File: src/rtl/fbsm_pkg.sv
// Shared definitions for the frame buffer slot manager.
// Holds parameter defaults, action, status and slot-state codes and the slot entry type.
// No dependencies.
`timescale 1ns / 1ps
`default_nettype none
package fbsm_pkg;

	localparam int SLOTS_DEFAULT     = 32;
	localparam int MIN_SLOTS_DEFAULT = 2;

	// action codes
	localparam logic [2:0] ACT_DEQUEUE   = 3'd0;
	localparam logic [2:0] ACT_QUEUE     = 3'd1;
	localparam logic [2:0] ACT_CANCEL    = 3'd2;
	localparam logic [2:0] ACT_ACQUIRE   = 3'd3;
	localparam logic [2:0] ACT_RELEASE   = 3'd4;
	localparam logic [2:0] ACT_SET_COUNT = 3'd5;
	localparam logic [2:0] ACT_ABANDON   = 3'd6;

	// status codes
	localparam logic [2:0] STATUS_OK        = 3'd0;
	localparam logic [2:0] STATUS_BAD_COUNT = 3'd1;
	localparam logic [2:0] STATUS_INVALID   = 3'd2;
	localparam logic [2:0] STATUS_NONE      = 3'd3;
	localparam logic [2:0] STATUS_STALE     = 3'd4;

	// slot states
	localparam logic [1:0] SLOT_FREE      = 2'd0;
	localparam logic [1:0] SLOT_DEQUEUED  = 2'd1;
	localparam logic [1:0] SLOT_QUEUED    = 2'd2;
	localparam logic [1:0] SLOT_RENDERING = 2'd3;

	typedef struct packed {
		logic [1:0]  st;
		logic        alloc;
		logic [31:0] frame;
	} entry_t;

endpackage
`default_nettype wire

File: src/rtl/frame_buffer_slot_manager.sv
// Frame buffer slot manager: slot table in one synchronous memory, scanned by a sequencer.
// Depends on fbsm_pkg.
//
// Single-slot actions go from DECODE straight to OUT; dequeue, acquire and a valid set_count
// that changes the count scan the active slots in SCAN, one memory read per cycle, before OUT.
// One item is handled at a time; the next item is taken once the result is in the output
// register. Reset clears control state and the per-slot valid bits, so every slot reads free,
// unallocated, frame 0 right after reset, without a clearing pass.
`timescale 1ns / 1ps
`default_nettype none
module frame_buffer_slot_manager #(
	parameter int SLOTS     = fbsm_pkg::SLOTS_DEFAULT,
	parameter int MIN_SLOTS = fbsm_pkg::MIN_SLOTS_DEFAULT
) (
	input  wire logic        clk,
	input  wire logic        arst_n,
	input  wire logic        s_tvalid,
	output logic             s_tready,
	input  wire logic [31:0] s_tdata,  // action[2:0], slot[7:3], count[13:8], generation_in[29:14]
	output logic             m_tvalid,
	input  wire logic        m_tready,
	output logic [31:0] m_tdata   // status[2:0], slot_out[7:3], needs_alloc[8], generation_out[24:9]
);
	import fbsm_pkg::*;

	localparam int IW = (SLOTS > 1) ? $clog2(SLOTS) : 1;
	localparam int CW = $clog2(SLOTS + 1);
	localparam int XW = (CW > 6) ? CW : 6;

	localparam logic [1:0] S_IDLE   = 2'd0;
	localparam logic [1:0] S_DECODE = 2'd1;
	localparam logic [1:0] S_SCAN   = 2'd2;
	localparam logic [1:0] S_OUT    = 2'd3;

	logic [1:0]  state_q;
	logic [2:0]  act_q;
	logic [4:0]  slot_q;
	logic [5:0]  cnt_q;
	logic [15:0] gin_q;

	logic [CW-1:0] active_q;
	logic [31:0]   frame_count_q;
	logic [15:0]   generation_q;

	// slot table
	entry_t        mem [SLOTS];
	logic [SLOTS-1:0] valid_q;
	entry_t        rd_data_q;
	logic          rd_valid_q;
	entry_t        entry;
	logic [IW-1:0] rd_addr;
	logic [63:0]   s_ext;

	logic          wr_en_q;
	logic [IW-1:0] wr_addr_q;
	entry_t        wr_data_q;
	logic          clear_all_q;

	// scan sequencer
	logic [CW-1:0] idx_q;
	logic          rd_vld_s1;
	logic [IW-1:0] rd_idx_s1;
	logic          found_q;
	logic          busy_q;
	logic [IW-1:0] best_idx_q;
	entry_t        best_q;
	logic [1:0]    want;
	logic          issue;

	// result held until the output register frees up
	logic [2:0]  res_status_q;
	logic [4:0]  res_slot_q;
	logic        res_alloc_q;
	logic [15:0] res_gen_q;

	logic          m_tvalid_q;
	logic [2:0]    out_status_q;
	logic [4:0]    out_slot_q;
	logic          out_alloc_q;
	logic [15:0]   out_gen_q;

	logic [XW-1:0] cnt_x;
	logic [XW-1:0] active_x;
	logic [XW-1:0] slot_x;
	logic          slot_in_range;
	logic [63:0]   best_ext;

	assign s_tready = (state_q == S_IDLE);
	assign m_tvalid = m_tvalid_q;
	assign m_tdata  = {7'd0, out_gen_q, out_alloc_q, out_slot_q, out_status_q};

	assign s_ext   = 64'(s_tdata[7:3]);
	assign rd_addr = (state_q == S_IDLE) ? s_ext[IW-1:0] : idx_q[IW-1:0];
	assign entry   = rd_valid_q ? rd_data_q : '0;

	assign cnt_x         = XW'(cnt_q);
	assign active_x      = XW'(active_q);
	assign slot_x        = XW'(slot_q);
	assign slot_in_range = slot_x < active_x;
	assign issue         = idx_q < active_q;
	assign want          = (act_q == ACT_ACQUIRE) ? SLOT_QUEUED : SLOT_FREE;
	assign best_ext      = 64'(best_idx_q);

	// memory: one read and one write port, read data registered
	always_ff @(posedge clk) begin
		if (wr_en_q) begin
			mem[wr_addr_q] <= wr_data_q;
		end
		rd_data_q <= mem[rd_addr];
	end

	// an entry that is not valid reads as a free, unallocated slot with frame 0
	always_ff @(posedge clk or negedge arst_n) begin
		if (!arst_n) begin
			valid_q    <= '0;
			rd_valid_q <= 1'b0;
		end else begin
			rd_valid_q <= valid_q[rd_addr];
			if (clear_all_q) begin
				valid_q <= '0;
			end else if (wr_en_q) begin
				valid_q[wr_addr_q] <= 1'b1;
			end
		end
	end

	always_ff @(posedge clk or negedge arst_n) begin
		if (!arst_n) begin
			state_q       <= S_IDLE;
			active_q      <= CW'(MIN_SLOTS);
			frame_count_q <= '0;
			generation_q  <= '0;
			wr_en_q       <= 1'b0;
			clear_all_q   <= 1'b0;
			rd_vld_s1     <= 1'b0;
			m_tvalid_q    <= 1'b0;
		end else begin
			wr_en_q     <= 1'b0;
			clear_all_q <= 1'b0;
			if (m_tvalid_q && m_tready) begin
				m_tvalid_q <= 1'b0;
			end

			unique case (state_q)
				S_IDLE: begin
					if (s_tvalid) begin
						act_q   <= s_tdata[2:0];
						slot_q  <= s_tdata[7:3];
						cnt_q   <= s_tdata[13:8];
						gin_q   <= s_tdata[29:14];
						state_q <= S_DECODE;
					end
				end

				S_DECODE: begin
					res_status_q <= STATUS_OK;
					res_slot_q   <= '0;
					res_alloc_q  <= 1'b0;
					res_gen_q    <= '0;
					state_q      <= S_OUT;
					wr_addr_q    <= slot_x[IW-1:0];
					idx_q        <= '0;
					rd_vld_s1    <= 1'b0;
					found_q      <= 1'b0;
					busy_q       <= 1'b0;
					unique case (act_q)
						ACT_DEQUEUE, ACT_ACQUIRE: begin
							state_q <= S_SCAN;
						end
						ACT_QUEUE: begin
							if (!slot_in_range || entry.st != SLOT_DEQUEUED) begin
								res_status_q <= STATUS_INVALID;
							end else begin
								frame_count_q <= frame_count_q + 32'd1;
								wr_en_q       <= 1'b1;
								wr_data_q     <= '{st: SLOT_QUEUED, alloc: entry.alloc,
									frame: frame_count_q + 32'd1};
							end
						end
						ACT_CANCEL: begin
							if (!slot_in_range || entry.st != SLOT_DEQUEUED) begin
								res_status_q <= STATUS_INVALID;
							end else begin
								wr_en_q   <= 1'b1;
								wr_data_q <= '{st: SLOT_FREE, alloc: entry.alloc, frame: 32'd0};
							end
						end
						ACT_RELEASE: begin
							// generation is checked before the slot
							if (gin_q != generation_q) begin
								res_status_q <= STATUS_STALE;
							end else if (!slot_in_range || entry.st != SLOT_RENDERING) begin
								res_status_q <= STATUS_INVALID;
							end else begin
								wr_en_q   <= 1'b1;
								wr_data_q <= '{st: SLOT_FREE, alloc: entry.alloc,
									frame: entry.frame};
							end
						end
						ACT_SET_COUNT: begin
							if (cnt_x > XW'(SLOTS)) begin
								res_status_q <= STATUS_BAD_COUNT;
							end else if (cnt_x == active_x) begin
								res_status_q <= STATUS_OK;
							end else if (cnt_x < XW'(MIN_SLOTS)) begin
								res_status_q <= STATUS_BAD_COUNT;
							end else begin
								state_q <= S_SCAN;
							end
						end
						ACT_ABANDON: begin
							generation_q <= generation_q + 16'd1;
							clear_all_q  <= 1'b1;
						end
						default: begin
							res_status_q <= STATUS_INVALID;
						end
					endcase
				end

				S_SCAN: begin
					rd_vld_s1 <= issue;
					rd_idx_s1 <= idx_q[IW-1:0];
					if (issue) begin
						idx_q <= idx_q + CW'(1);
					end
					if (rd_vld_s1) begin
						if (entry.st == SLOT_DEQUEUED || entry.st == SLOT_RENDERING) begin
							busy_q <= 1'b1;
						end
						// strict compare keeps the lowest index on ties
						if (entry.st == want && (!found_q || entry.frame < best_q.frame)) begin
							found_q    <= 1'b1;
							best_idx_q <= rd_idx_s1;
							best_q     <= entry;
						end
					end else if (!issue) begin
						state_q   <= S_OUT;
						wr_addr_q <= best_idx_q;
						if (act_q == ACT_SET_COUNT) begin
							if (busy_q) begin
								res_status_q <= STATUS_INVALID;
							end else begin
								if (cnt_x < active_x) begin
									clear_all_q <= 1'b1;
								end
								active_q <= CW'(cnt_x);
							end
						end else if (!found_q) begin
							res_status_q <= STATUS_NONE;
						end else if (act_q == ACT_DEQUEUE) begin
							res_slot_q  <= best_ext[4:0];
							res_alloc_q <= !best_q.alloc;
							wr_en_q     <= 1'b1;
							wr_data_q   <= '{st: SLOT_DEQUEUED, alloc: 1'b1, frame: best_q.frame};
						end else begin
							res_slot_q <= best_ext[4:0];
							res_gen_q  <= generation_q;
							wr_en_q    <= 1'b1;
							wr_data_q  <= '{st: SLOT_RENDERING, alloc: best_q.alloc,
								frame: best_q.frame};
						end
					end
				end

				S_OUT: begin
					// hold the result until the output register is free
					if (!m_tvalid_q || m_tready) begin
						m_tvalid_q   <= 1'b1;
						out_status_q <= res_status_q;
						out_slot_q   <= res_slot_q;
						out_alloc_q  <= res_alloc_q;
						out_gen_q    <= res_gen_q;
						state_q      <= S_IDLE;
					end
				end
			endcase
		end
	end

endmodule
`default_nettype wire
File: config.mk
export PLATFORM = sky130hd
export DESIGN_NAME = frame_buffer_slot_manager
export DESIGN_NICKNAME = d
export VERILOG_FILES = /design/src/rtl/fbsm_pkg.sv /design/src/rtl/frame_buffer_slot_manager.sv
export SDC_FILE = /design/constraint.sdc
export NUM_CORES = 2
export LEC_CHECK = 0
export BUFFER_PORTS_ARGS = -buffer_cell sky130_fd_sc_hd__buf_4
export CORE_ASPECT_RATIO = 0.7
export CORE_MARGIN = 2
export CORE_UTILIZATION = 58
export DETAILED_ROUTE_END_ITERATION = 8
export PLACE_DENSITY = 0.74
export REMOVE_ABC_BUFFERS = 1
export SYNTH_ARGS = -nofsm -noshare
export SYNTH_HDL_FRONTEND = slang
export SYNTH_SLANG_ARGS = --single-unit
export TNS_END_PERCENT = 50
File: constraint.sdc
create_clock -name clk -period 6.75 [get_ports clk]
set_clock_uncertainty 0.2 [all_clocks]
set_input_delay 2.025 -clock clk [delete_from_list [all_inputs] [get_ports clk]]
set_output_delay 2.025 -clock clk [all_outputs]
set_load 0.05 [all_outputs]
# Word level (Yosys, flattened, before mapping)
# Memories as Yosys holds them, arrays and structs flattened. A register that Yosys moved wholly into a read port is not among the register bits.
# Index checks and enable logic that the tools add are counted.
dict set report classes {
  addsub 3
  n_lt_le_gt_ge 9
  eq_ne 35
  n_mux 92
  n_bitwise 5
  n_reduce_logical 36
}
# cell count
set op_table {}
lappend op_table {{35-bit 2-to-1 mux} 10}
lappend op_table {{35-bit one-hot mux with 3 select lines} 1}
lappend op_table {{16-bit 2-to-1 mux} 5}
lappend op_table {{35-bit one-hot mux with 2 select lines} 1}
lappend op_table {{32-bit 2-to-1 mux} 2}
lappend op_table {{1-bit 2-to-1 mux} 35}
lappend op_table {{5-bit 2-to-1 mux} 7}
lappend op_table {{32-bit by 1-bit adder with 32-bit output (second input constant)} 1}
lappend op_table {{32-bit < comparator} 1}
lappend op_table {{32-bit bitwise OR} 1}
lappend op_table {{16-bit one-hot mux with 2 select lines} 1}
lappend op_table {{2-bit inequality test (second input constant)} 13}
lappend op_table {{5-bit one-hot mux with 2 select lines} 2}
lappend op_table {{4-bit AND reduction} 5}
lappend op_table {{3-bit 2-to-1 mux} 6}
lappend op_table {{3-bit inequality test (second input constant)} 6}
lappend op_table {{16-bit by 1-bit adder with 16-bit output (second input constant)} 1}
lappend op_table {{16-bit inequality test} 1}
lappend op_table {{1-bit one-hot mux with 2 select lines} 8}
lappend op_table {{2-bit 2-to-1 mux} 7}
lappend op_table {{7-bit AND reduction} 2}
lappend op_table {{5-bit by 6-bit < comparator with 1-bit output (second input constant)} 2}
lappend op_table {{6-bit < comparator} 2}
lappend op_table {{3-bit one-hot mux with 4 select lines} 1}
lappend op_table {{other kinds (34)} 59}
dict set report word_totals {
  reg_bits 264
  ram_bits 1120
  in_bits 36
  word_cells 214
  n_memories 1
}
# name words width read_ports rd_ports_with_merged_regs write_ports line
set memory_table {}
lappend memory_table {mem 32 35 1 1 1 frame_buffer_slot_manager.sv:46} ;# entry_t mem [SLOTS];

# Longest topological paths before layout
dict set report logic_depth {
  depth_word 7
  ltp_mapped 13
  ltp_nobuf 8
}

# Worst setup path before layout
# No wires, ideal clock.
dict set report synth_path {
  path_type {input -> register}
  start {input port arst_n}
  end {register best_idx_q[0] (enable)}
  setup_time_ps 493
  t_arrival_ps 5262
  setup_slack_ps 796
  stages 3
  path_cell_list {and2_1 -> nand2_1 -> o32ai_1}
}
dict set report synth_between {
  elab_chain_cells 1
}
# element line
set synth_rtl {}
lappend synth_rtl {{start: declaration} frame_buffer_slot_manager.sv:16} ;# input wire logic arst_n,
lappend synth_rtl {{4-bit AND reduction (no source line)} --}
lappend synth_rtl {{end signal: assignment} frame_buffer_slot_manager.sv:234} ;# best_idx_q <= rd_idx_s1;
lappend synth_rtl {{end: declaration} frame_buffer_slot_manager.sv:65} ;# logic [IW-1:0] best_idx_q;
# Every way passes these cells.
# A chain may end at the register's enable or synchronous reset.

# Final worst setup path
dict set report layout_path {
  start {register state_q[0]}
  end {output port s_tready}
}
dict set report layout_between {
  elab_chain_cells 1
}
# element line
set layout_rtl {}
lappend layout_rtl {{start: declaration} frame_buffer_slot_manager.sv:35} ;# logic [1:0] state_q;
lappend layout_rtl {{start signal: assignment} frame_buffer_slot_manager.sv:129} ;# state_q <= S_IDLE;
lappend layout_rtl {{start signal: assignment} frame_buffer_slot_manager.sv:151} ;# state_q <= S_DECODE;
lappend layout_rtl {{start signal: assignment} frame_buffer_slot_manager.sv:160} ;# state_q <= S_OUT;
lappend layout_rtl {{2-bit zero test} frame_buffer_slot_manager.sv:88} ;# assign s_tready = (state_q == S_IDLE);
lappend layout_rtl {{end: declaration} frame_buffer_slot_manager.sv:18} ;# output logic s_tready,
# Every way passes these cells.

==> reports/metrics.csv <==
metric,value,unit
Required @ worst endpoint,4.53,ns
Mapped Cells,4117,
PD cells,407.2,nW/um2
GR Util met2,42.21,%
Vias,36435,
Worst Path Max Fanout,21,
TritonCTS clock tree,yes,
layout net count,4238,
"commonest non-fill, non-tap cell in the layout",edfxtp_1,
run status,"complete, no violations",
Initial Util,58.32,%
share of post-route cells with drive strength above 1,11.70,%
post-DR wirelength/cell,27.66,um
clock slew at reported path FFs,0.07,ns
TNS Setup,0,ns
Fin. Hold Viols,0,
GR Util met1,44.40,%
Final Worst Setup Slack,2.003,ns
Core Area,99760,um2
GRT Residual Overflow,0,
Die Y,269.0,um
final max-slew violation count,0,
DRC,0,
Placed Cells,5354,
fin crit period,4.747,ns
cell area after synthesis,58180,um2
global routing's busiest layer,met1,
unrepaired setup endpoints after global routing,no,
dpl ws,1.593,ns
Ys Warns,0,
Post-CTS Setup Repair Bufs,0,
Worst Path Arrival,2.52,ns
endpoints failing setup,0,
final wirelength,154.7,mm
first-pass iteration count of the detailed router,6,
number of synthesized flops with an enable pin,1291,
Placed Area,60250,um2
ys flop type,edfxtp_1,
Hold Path Class,reg -> reg,
Fmax,210.6,MHz
cell taking the most area after synthesis,edfxtp_1,
post-synth top area share,66.63,%
Synth async-reset ratio,6.554,%
CP max-delay cell,buf_4,
register area share after synthesis,71.84,%
Slew HR,10.03,%
GPL Wtd Cong,0.9051,
gr usage total,30.10,%
Vias/cell,6.513,
most frequent cells in the layout,"1291 x edfxtp_1, 693 x nand2_1, 254 x nand3_1",
Iteration-0 DRC Markers,5588,
FP Rows,97,
period utilization,70.33,%
Area Growth Syn to Fin,10.76,%
Critical Path End Type,output port,
CP dominant cell by count,buf_4,
Worst-Skew Late Latency,0.76,ns
clock tree buffer depth,3,
Final HPWL DP,87.77,mm
Synth area leaders,"edfxtp_1 67%, nand2_1 4.5%, dfrtp_1 4.0%",
first-pass GRT wire length,226.2,mm
die width,382.6,um
Finished Cell Area,64440,um2
post_cts resized,0,
initial antenna violation count,4,
Root Driver,clkbuf_16,
post-route ant nets,0,
leak pwr,21.96,nW
Avg Inst Size Synth,14.13,um2
Port Buffers,60,
H-tree depth,4,
Non-Filler Instances,5594,
Die ar.,102900,um2
worst-path cell chain,"inv_1, ha_4, buf_4, buf_4",
"Distinct cells, synth",77,
clock sinks,1419,
Ant. Diodes,0,
vias in the first global route,34523,
Ports,70,
Crit path largest cell delay,0.43,ns
Setup crit start kind,register,
total CTS buffers,130,
Hold Buf Count CTS,0,
worst hold margin,0.2040,ns
Max-Cap Viols,0,
pin count of the biggest net entering global routing,132,
Crit Path Category,reg -> out,
Worst VDD drop,0.4423,mV
Worst Max-Slew Pin Slew,1.350,ns
#FFs+latches synth,1419,
met3 usage,9.325,%
[sequential cells by signal, indices dropped and copies added, names as in the netlist, 16 cells and up]
| name | count |
|---|---|
| rd_data_q | 35 |
| res_gen_q | 16 |
| out_gen_q | 16 |
| generation_q | 16 |
| gin_q | 16 |
| best_q | 33 |
| wr_data_q | 35 |
| frame_count_q | 32 |
| valid_q | 32 |
| mem | 1120 |
[area by class of cell]
cell class	instances	area, um2
clock inverters	66	626.9
flip-flops and latches	1419	41800
well taps	1336	1672
inverters	91	341.6
clock buffers	174	3561
fillers	7011	35320
multi-input cells	2355	15170
repair buffers	153	1274
[layer usage]
| layer | routed length, um | up-vias | share of wire, % |
|---|---|---|---|
| met3 | 22550 | 351 | 15 |
| met2 | 65600 | 2474 | 42 |
| li1 | - | 15564 | - |
| met1 | 61250 | 18042 | 40 |
| met5 | 80 | - | 0.052 |
| met4 | 5253 | 4 | 3.4 |
[cell families (layout without fill, tap and decap cells)]
logic type | count (synthesis) | after routing | share of synthesized area [%]
DFF | 1419 | 1419 | 71.84
and+or+nand+nor | 1407 | 1407 | 10.76
AOI/OAI and AO/OA | 625 | 625 | 7.447
buffers and inverters | 349 | 484 | 2.821
muxes | 168 | 168 | 4.565
xor gates and xnor gates | 96 | 96 | 1.445
adders and majority gates | 52 | 52 | 1.118
other | 1 | 7 | 0.006445
[synthesized netlist by cell type, types with 16 or more instances]
master    number
edfxtp_1    1291
nor2_1       200
mux4_2        73
and2_1        62
xnor2_1       80
clkbuf_1     130
a32oi_1       32
nor3_1        47
nand2_1      693
nand2b_1      23
buf_6         17
o221ai_1      58
a21oi_1       94
mux2i_1       76
inv_1         90
dfxtp_1       35
a211oi_1      73
a311oi_1      33
o211ai_1      72
a22o_1        33
o21ai_0      103
nand4_1       28
nand3_1      256
dfrtp_1       92
and3_1        51
a31oi_1       46
ha_1          52
buf_4         23
xor2_1        16
buf_2         76
[power breakdown]
| part | internal, W | switching, W |
|---|---|---|
| registers | 0.0109 | 0.000979 |
| logic | 0.00229 | 0.00475 |
| clock network | 0.00409 | 0.00324 |
| total | 0.0173 | 0.00897 |
[stage by stage]
step | total power [W] | util, %
final | 0.02624 | 64.59
after global placement | 0.01867 | 60.40
after floorplan | 0.01614 | -
after CTS | 0.02609 | 64.59
after global routing | 0.02716 | 64.59
after detailed placement | 0.01884 | 60.40
[final timing paths]
path / from / to / slack, ns / depth (start not counted)
min in group asynchronous: arst_n / wr_en_q / 0.96 / 1
hold / removal: rd_idx_s1[0] / best_idx_q[0] / 0.20 / 0
setup reg to reg: state_q[0] / rd_data_q[19] / 2.08 / 10
setup / recovery: state_q[0] / s_tready / 2.00 / 4
max in group asynchronous: arst_n / frame_count_q[30] / 3.88 / 3
hold reg to reg: rd_idx_s1[0] / best_idx_q[0] / 0.20 / 0
[worst max-delay path, delay by kind of cell (launching register included)]
kind                     cells  cell delay, ns
adder cells (fa/ha/maj)      1            0.42
buffers and inverters        3            0.88
flip-flops                   1            0.42
Power figures use the tool's default switching activity.
